### src/sv/assert_macros.svh
// assertion macros shared by the rtl files
`ifndef ASSERT_MACROS_SVH
`define ASSERT_MACROS_SVH
`ifndef SYNTH
`define ASSERT_RST(label, prop, msg) \
  label: assert property (@(posedge clk) disable iff (!rst_n) (prop)) else $error(msg);
`define ASSERT_ALWAYS(label, prop, msg) \
  label: assert property (@(posedge clk) (prop)) else $error(msg);
`else
`define ASSERT_RST(label, prop, msg)
`define ASSERT_ALWAYS(label, prop, msg)
`endif
`endif

### src/sv/lkx_pkg.sv
// shared types and constants of the lcg keystream cipher
package lkx_pkg;

  localparam int WordW = 64;
  localparam int HalfW = 32;
  localparam int DataW = 8;
  localparam int AddrW = 5;
  localparam int CntW  = 6;
  localparam int StepW = 3;

  typedef enum logic [1:0] {
    REG_SEED = 2'd0,
    REG_MULT = 2'd1,
    REG_INC  = 2'd2,
    REG_MOD  = 2'd3
  } reg_idx_t;

  typedef enum logic [3:0] {
    S_IDLE = 4'b0001,
    S_MUL  = 4'b0010,
    S_MOD  = 4'b0100,
    S_OUT  = 4'b1000
  } st_t;

  typedef struct packed {
    logic busy;
    logic done;
  } unit_sts_t;

endpackage

### src/sv/lkx_mul.sv
// iterative multiply-add on one 32x32 multiplier and one 64-bit adder
`include "assert_macros.svh"
module lkx_mul (
  input  logic                        clk,
  input  logic                        rst_n,
  input  logic                        start,
  input  logic [lkx_pkg::WordW-1:0]   opa,
  input  logic [lkx_pkg::WordW-1:0]   opb,
  input  logic [lkx_pkg::WordW-1:0]   addc,
  output lkx_pkg::unit_sts_t          sts,
  output logic [lkx_pkg::WordW-1:0]   result
);
  import lkx_pkg::*;

  logic             busy_r;
  logic             done_r;
  logic [StepW-1:0] step_r;
  logic [WordW-1:0] prod_r;
  logic [WordW-1:0] acc_r;
  logic [WordW-1:0] acc_nxt;
  logic [HalfW-1:0] mul_a;
  logic [HalfW-1:0] mul_b;
  logic [WordW-1:0] prod_w;
  logic [WordW-1:0] base;
  logic [WordW-1:0] addend;

  always_comb begin
    mul_a  = opa[HalfW-1:0];
    mul_b  = opb[HalfW-1:0];
    base   = acc_r;
    addend = '0;
    case (step_r)
      3'd0: begin
      end
      3'd1: begin
        mul_b  = opb[WordW-1:HalfW];
        base   = '0;
        addend = prod_r;
      end
      3'd2: begin
        mul_a  = opa[WordW-1:HalfW];
        addend = {prod_r[HalfW-1:0], {HalfW{1'b0}}};
      end
      3'd3: begin
        addend = {prod_r[HalfW-1:0], {HalfW{1'b0}}};
      end
      3'd4: begin
        addend = addc;
      end
      default: begin
      end
    endcase
  end

  assign prod_w  = {{HalfW{1'b0}}, mul_a} * {{HalfW{1'b0}}, mul_b};
  assign acc_nxt = base + addend;

  always_ff @(posedge clk) begin
    if (!rst_n) begin
      busy_r <= 1'b0;
      done_r <= 1'b0;
      step_r <= '0;
    end else begin
      done_r <= 1'b0;
      if (start) begin
        busy_r <= 1'b1;
        step_r <= '0;
      end else if (busy_r) begin
        if (step_r <= 3'd2) begin
          prod_r <= prod_w;
        end
        if (step_r != 3'd0) begin
          acc_r <= acc_nxt;
        end
        if (step_r == 3'd4) begin
          busy_r <= 1'b0;
          done_r <= 1'b1;
        end else begin
          step_r <= step_r + 3'd1;
        end
      end
    end
  end

  assign sts.busy = busy_r;
  assign sts.done = done_r;
  assign result   = acc_r;

  `ASSERT_RST(a_mul_no_restart, start |-> !busy_r, "multiply started while busy")
  `ASSERT_RST(a_mul_done_idle, done_r |-> !busy_r, "multiply done while still busy")
  `ASSERT_RST(a_mul_step_range, busy_r |-> (step_r <= 3'd4), "multiply step out of range")

endmodule

### src/sv/lkx_mod.sv
// restoring remainder unit, one quotient bit per cycle
`include "assert_macros.svh"
module lkx_mod (
  input  logic                        clk,
  input  logic                        rst_n,
  input  logic                        start,
  input  logic [lkx_pkg::WordW-1:0]   dividend,
  input  logic [lkx_pkg::WordW-1:0]   divisor,
  output lkx_pkg::unit_sts_t          sts,
  output logic [lkx_pkg::WordW-1:0]   rem
);
  import lkx_pkg::*;

  logic            busy_r;
  logic            done_r;
  logic [CntW-1:0] cnt_r;
  logic [WordW-1:0] dvd_r;
  logic [WordW-1:0] div_r;
  logic [WordW-1:0] rem_r;
  logic [WordW-1:0] rem_nxt;
  logic [WordW:0]   trial;
  logic [WordW:0]   diff;
  logic             ge;

  assign trial   = {rem_r, dvd_r[WordW-1]};
  assign ge      = trial >= {1'b0, div_r};
  assign diff    = trial - {1'b0, div_r};
  assign rem_nxt = ge ? diff[WordW-1:0] : trial[WordW-1:0];

  always_ff @(posedge clk) begin
    if (!rst_n) begin
      busy_r <= 1'b0;
      done_r <= 1'b0;
      cnt_r  <= '0;
    end else begin
      done_r <= 1'b0;
      if (start) begin
        busy_r <= 1'b1;
        cnt_r  <= CntW'(WordW - 1);
        rem_r  <= '0;
        dvd_r  <= dividend;
        div_r  <= divisor;
      end else if (busy_r) begin
        rem_r <= rem_nxt;
        dvd_r <= {dvd_r[WordW-2:0], 1'b0};
        cnt_r <= cnt_r - 1'b1;
        if (cnt_r == '0) begin
          busy_r <= 1'b0;
          done_r <= 1'b1;
        end
      end
    end
  end

  assign sts.busy = busy_r;
  assign sts.done = done_r;
  assign rem      = rem_r;

  `ASSERT_RST(a_mod_no_restart, start |-> !busy_r, "remainder started while busy")
  `ASSERT_RST(a_mod_rem_bound, busy_r |-> (rem_r < div_r), "partial remainder not below divisor")
  `ASSERT_RST(a_mod_zero_div, start |-> (divisor != '0), "remainder started with zero divisor")

endmodule

### src/sv/lcg_keystream_xor_cipher.sv
// top level of the lcg keystream xor cipher
// Each byte taken on the in_ stream advances a 64-bit linear congruential
// generator, state = ((multiplier * state + increment) mod 2^64) mod modulus,
// and leaves as the byte xor the low byte of the new state (a modulus of zero
// skips the reduction). The multiply-add runs on one 32x32 multiplier and one
// 64-bit adder; the reduction runs on a restoring remainder unit at one bit
// per cycle. The next byte can be taken once the result word of the last
// byte has entered the output register, and in_tready is low while a byte
// is in work, from its acceptance until its result word is written. The
// result waits in an output register, so the next byte is accepted while the
// last result is still unread; a new result that finds that register still
// full holds the block until the word is taken. Writing the seed register
// (address 0) reloads the generator state; multiplier, increment and modulus
// lie at 8, 16 and 24.
`include "assert_macros.svh"
module lcg_keystream_xor_cipher (
  input  logic                        clk,
  input  logic                        rst_n,
  input  logic                        in_tvalid,
  output logic                        in_tready,
  input  logic [lkx_pkg::DataW-1:0]   in_tdata,   // data_byte
  output logic                        out_tvalid,
  input  logic                        out_tready,
  output logic [lkx_pkg::DataW-1:0]   out_tdata,  // cipher_byte
  input  logic                        cfg_psel,
  input  logic                        cfg_penable,
  input  logic                        cfg_pwrite,
  input  logic [lkx_pkg::AddrW-1:0]   cfg_paddr,
  input  logic [lkx_pkg::WordW-1:0]   cfg_pwdata,
  output logic [lkx_pkg::WordW-1:0]   cfg_prdata,
  output logic                        cfg_pready
);
  import lkx_pkg::*;

  st_t              state_r;
  logic [WordW-1:0] seed_r;
  logic [WordW-1:0] mult_r;
  logic [WordW-1:0] inc_r;
  logic [WordW-1:0] modu_r;
  logic [WordW-1:0] gen_r;
  logic [WordW-1:0] newst_r;
  logic [DataW-1:0] data_r;
  logic             out_valid_r;
  logic [DataW-1:0] out_data_r;
  logic             cfg_wr;
  reg_idx_t         cfg_idx;
  logic             in_acc;
  logic             mod_start;
  logic             out_free;
  unit_sts_t        mul_sts;
  unit_sts_t        mod_sts;
  logic [WordW-1:0] mul_res;
  logic [WordW-1:0] mod_res;

  assign cfg_pready = 1'b1;
  assign cfg_wr     = cfg_psel & cfg_penable & cfg_pwrite & cfg_pready;
  assign cfg_idx    = reg_idx_t'(cfg_paddr[AddrW-1:AddrW-2]);
  assign in_tready  = (state_r == S_IDLE);
  assign in_acc     = in_tvalid & in_tready;
  assign mod_start  = (state_r == S_MUL) & mul_sts.done & (modu_r != '0);
  assign out_free   = !out_valid_r | out_tready;

  always_comb begin
    case (cfg_idx)
      REG_SEED: cfg_prdata = seed_r;
      REG_MULT: cfg_prdata = mult_r;
      REG_INC:  cfg_prdata = inc_r;
      REG_MOD:  cfg_prdata = modu_r;
      default:  cfg_prdata = '0;
    endcase
  end

  lkx_mul u_mul (
    .clk    (clk),
    .rst_n  (rst_n),
    .start  (in_acc),
    .opa    (mult_r),
    .opb    (gen_r),
    .addc   (inc_r),
    .sts    (mul_sts),
    .result (mul_res)
  );

  lkx_mod u_mod (
    .clk      (clk),
    .rst_n    (rst_n),
    .start    (mod_start),
    .dividend (mul_res),
    .divisor  (modu_r),
    .sts      (mod_sts),
    .rem      (mod_res)
  );

  always_ff @(posedge clk) begin
    if (!rst_n) begin
      state_r     <= S_IDLE;
      seed_r      <= '0;
      mult_r      <= WordW'(1);
      inc_r       <= '0;
      modu_r      <= WordW'(1);
      gen_r       <= '0;
      out_valid_r <= 1'b0;
    end else begin
      if (out_valid_r && out_tready && state_r != S_OUT) begin
        out_valid_r <= 1'b0;
      end
      if (cfg_wr) begin
        case (cfg_idx)
          REG_SEED: begin
            seed_r <= cfg_pwdata;
            gen_r  <= cfg_pwdata;
          end
          REG_MULT: mult_r <= cfg_pwdata;
          REG_INC:  inc_r  <= cfg_pwdata;
          REG_MOD:  modu_r <= cfg_pwdata;
          default: begin
          end
        endcase
      end
      case (state_r)
        S_IDLE: begin
          if (in_acc) begin
            data_r  <= in_tdata;
            state_r <= S_MUL;
          end
        end
        S_MUL: begin
          if (mul_sts.done) begin
            if (modu_r == '0) begin
              newst_r <= mul_res;
              state_r <= S_OUT;
            end else begin
              state_r <= S_MOD;
            end
          end
        end
        S_MOD: begin
          if (mod_sts.done) begin
            newst_r <= mod_res;
            state_r <= S_OUT;
          end
        end
        S_OUT: begin
          if (out_free) begin
            gen_r       <= newst_r;
            out_data_r  <= data_r ^ newst_r[DataW-1:0];
            out_valid_r <= 1'b1;
            state_r     <= S_IDLE;
          end
        end
        default: state_r <= S_IDLE;
      endcase
    end
  end

  assign out_tvalid = out_valid_r;
  assign out_tdata  = out_data_r;

  `ASSERT_ALWAYS(a_reset_idle, !rst_n |=> (state_r == S_IDLE && !out_valid_r), "not idle after reset")
  `ASSERT_RST(a_accept_mul, in_acc |=> (state_r == S_MUL && mul_sts.busy), "accepted word did not start multiply")
  `ASSERT_RST(a_mod_done_state, mod_sts.done |-> (state_r == S_MOD), "remainder done outside its state")
  `ASSERT_RST(a_seed_load, (cfg_wr && cfg_idx == REG_SEED) |=> (gen_r == $past(cfg_pwdata)), "seed write did not load state")

endmodule
### config.mk
export PLATFORM = sky130hd
export DESIGN_NAME = lcg_keystream_xor_cipher
export DESIGN_NICKNAME = d
export VERILOG_FILES = /design/src/sv/lkx_pkg.sv /design/src/sv/lkx_mul.sv /design/src/sv/lkx_mod.sv /design/src/sv/lcg_keystream_xor_cipher.sv
export VERILOG_INCLUDE_DIRS = /design/src /design/src/sv
export SDC_FILE = /design/constraint.sdc
export NUM_CORES = 2
export LEC_CHECK = 0
export ABC_AREA = 1
export ABC_CLOCK_PERIOD_IN_PS = 7200
export BUFFER_PORTS_ARGS = -buffer_cell sky130_fd_sc_hd__buf_2
export CORE_ASPECT_RATIO = 1.1
export CORE_UTILIZATION = 50
export CTS_BUF_LIST = sky130_fd_sc_hd__clkbuf_16
export DETAILED_ROUTE_END_ITERATION = 8
export PLACE_DENSITY = 0.75
export SLEW_MARGIN = 0
export SYNTH_ARGS = -nofsm -noshare
export SYNTH_HDL_FRONTEND = slang
export SYNTH_HIERARCHICAL = 1
export SYNTH_SLANG_ARGS = --single-unit
### constraint.sdc
create_clock -name clk -period 7.2 [get_ports clk]
set_input_delay 0.72 -clock clk [delete_from_list [all_inputs] [get_ports clk]]
set_output_delay 0.72 -clock clk [all_outputs]
set_load 0.02 [all_outputs]
==> metrics.md <==
| Metric | Value |
|---|---|
| Status | `finished with violations` |
| Violated checks | `setup timing` |
| Clock Path Buffers | `3` |
| Syn nets | `12131` |
| Critical Path Source Type | `flip-flop` |
| Max-cap viol count | `0` |
| Clock root cell | `clkbuf_16` |
| Worst Setup End Kind | `flip-flop` |
| Die area | `158000 um2` |
| DRC Markers | `0` |
| Final WL | `338 mm` |
| CTS buffer count | `76` |
| Fin crit share | `106%` |
| Arr. time, crit path | `8.04 ns` |
| # setup viols final | `43` |
| Area growth, synth to finish | `18.5%` |
| Die Y-Extent | `416 um` |
| Peak supply drop | `184 uV` |
| I/O Pins | `159` |
| CTS tree | `done` |
| Largest net degree at the start of global routing | `128` |
| Final net count | `12737` |
| Leakage | `47.2 nW` |
| Clk_lat worst skew | `0.70 ns` |
| Util after Layout | `59.9%` |
| DR pass1 iterations | `9` |
| Layout cells sized above 1 | `15.5%` |
| WS Path Type | `flip-flop to flip-flop` |
| Worst slew pin tran | `1.06 ns` |
| Synth Cell Area | `78000 um2` |
| Avg WL per Cell | `25.1 um` |
| R2R setup slack | `-0.41 ns` |
| Final Max Slew Viols | `0` |
| Most used cell along the critical path | `fa_1` |
| Placed Area | `85700 um2` |
| Final worst setup slack | `-0.408 ns` |
| Layout fillers | `14356` |
| Largest stage delay, worst path | `0.57 ns` |
| Hold Path Class | `input port to flip-flop` |
| Fin. Hold Viols | `0` |
| Antenna viol nets, final | `0` |
| Vias | `74296` |
| RSZ-0062 raised after global routing | `yes` |
| First-pass GRT wire length | `483 mm` |
| Port buffer count | `154` |
| Hold WS | `0.194 ns` |
| Tot GR Track Use | `42.6%` |
| CP required | `7.63 ns` |
| Fmax | `131 MHz` |
| Slowest CP cell | `fa_1` |
| Placeable Area | `154000 um2` |
| Clk pin slew, worst setup/hold paths | `0.07 ns` |
| Total gr overflow | `0` |
| Die X | `378 um` |
| Routed vias/inst | `5.50` |
| Initial antenna violation count | `14` |
| Num Clock Sinks | `738` |
| Number of warnings issued by yosys | `6` |
| Final Wtd Congestion | `1.11` |
| Starting Density | `50.5%` |
| Fin area | `92400 um2` |
| Max H-tree Level | `3` |
| FF/Latch Area | `18800 um2` |
| CP max FO | `8` |
| Starting DRT DRC Count | `7880` |
| Placed wire-length estimate | `277 mm` |
| Final min period | `7.61 ns` |
| Pre-CTS WS | `-0.838 ns` |
| Multi-input gate area | `51800 um2` |
| Vias in the first global route | `74407` |
| Total power per unit cell area | `145 nW/um2` |
| Row count | `151` |
| Worst Skew | `0.0339 ns` |
| Syn avg cell area | `7.25 um2` |
| Hold_buf cts | `0` |
| Synth Instances | `10753` |
| Final Power | `13.4 mW` |
| Relative slew slack | `29.5%` |
==> power breakdown <==
part	internal (mW)	leakage [nW]	switching (mW)
sequential	4.68	6.35	0.159
combinational	1.51	39.5	2.93
clock	2.23	1.31	1.89
==> per-stage QoR <==
step / setup TNS, ns / cells
after floorplan: 0 / 10753
after global placement: -31.28 / 13257
after detailed placement: -31.50 / 13257
after CTS: -7.63 / 13469
after global routing: -18.02 / 13496
final: -10.41 / 13498
==> layout make-up <==
| class | count | share of cell area (%) |
|---|---|---|
| Multi-Input combinational cell | 7446 | 56.1 |
| Sequential cell | 738 | 20.3 |
| Inverter | 2196 | 9.07 |
| Timing Repair Buffer | 901 | 8.94 |
| Tap cell | 2065 | 2.80 |
| Clock buffer | 82 | 2.22 |
| Clock inverter | 60 | 0.519 |
| Antenna cell | 10 | 0.0271 |
==> flip-flops by register name, summed over array words and instances (netlist names), 3 cells and up <==
signal	flops
u_mod/rem	64
modu_r	64
u_mul/step_r	3
gen_r	64
u_mul/result	64
u_mod/cnt_r	6
data_r	8
u_mod/div_r	64
mult_r	64
newst_r	64
u_mod/dvd_r	64
state_r	4
u_mul/prod_r	64
seed_r	64
out_tdata	8
inc_r	64
==> layout by cell type (no fill, tap or decap), drive strengths merged, types with 288 or more instances in the layout <==
| master | n |
|---|---|
| nor2 | 1595 |
| edfxtp | 400 |
| dfxtp | 338 |
| o21ai | 288 |
| ha | 396 |
| inv | 2211 |
| nand3 | 300 |
| buf | 896 |
| nand2 | 3329 |
| fa | 898 |
==> layer usage <==
metal  share of wire, %  GRT usage [%]  vias to the layer above
met1                 34           47.5                    35607
met3                8.9           7.65                     1251
met4                 12           39.7                        8
met5              0.017              0                        -
met2                 46           68.8                     4140
li1                   -              -                    33290
==> path summary, 6_finish.rpt <==
kind,start,cells past startpoint,endpoint
setup reg to reg,u_mul/step_r[0],29,u_mul/prod_r[50]
hold / removal,in_tdata[7],1,data_r[7]
hold reg to reg,modu_r[6],0,u_mod/div_r[6]
setup / recovery,u_mul/step_r[0],29,u_mul/prod_r[50]
==> worst max-delay path: cells and delay by family (launching register included) <==
kind            cells  cell delay, ns
buf+inv            10            1.41
fa+ha+maj          10            4.29
flops               1            0.35
compound gates      3            0.52
simple gates        6            0.73
==> repair_timing <==
item,in CTS,in global routing
pin swaps,115,129
gates resized for setup,481,378
setup buffers,65,18
setup endpoints to repair,54,52
gates cloned,7,4
No activity file was read; power rests on OpenSTA's default activity.
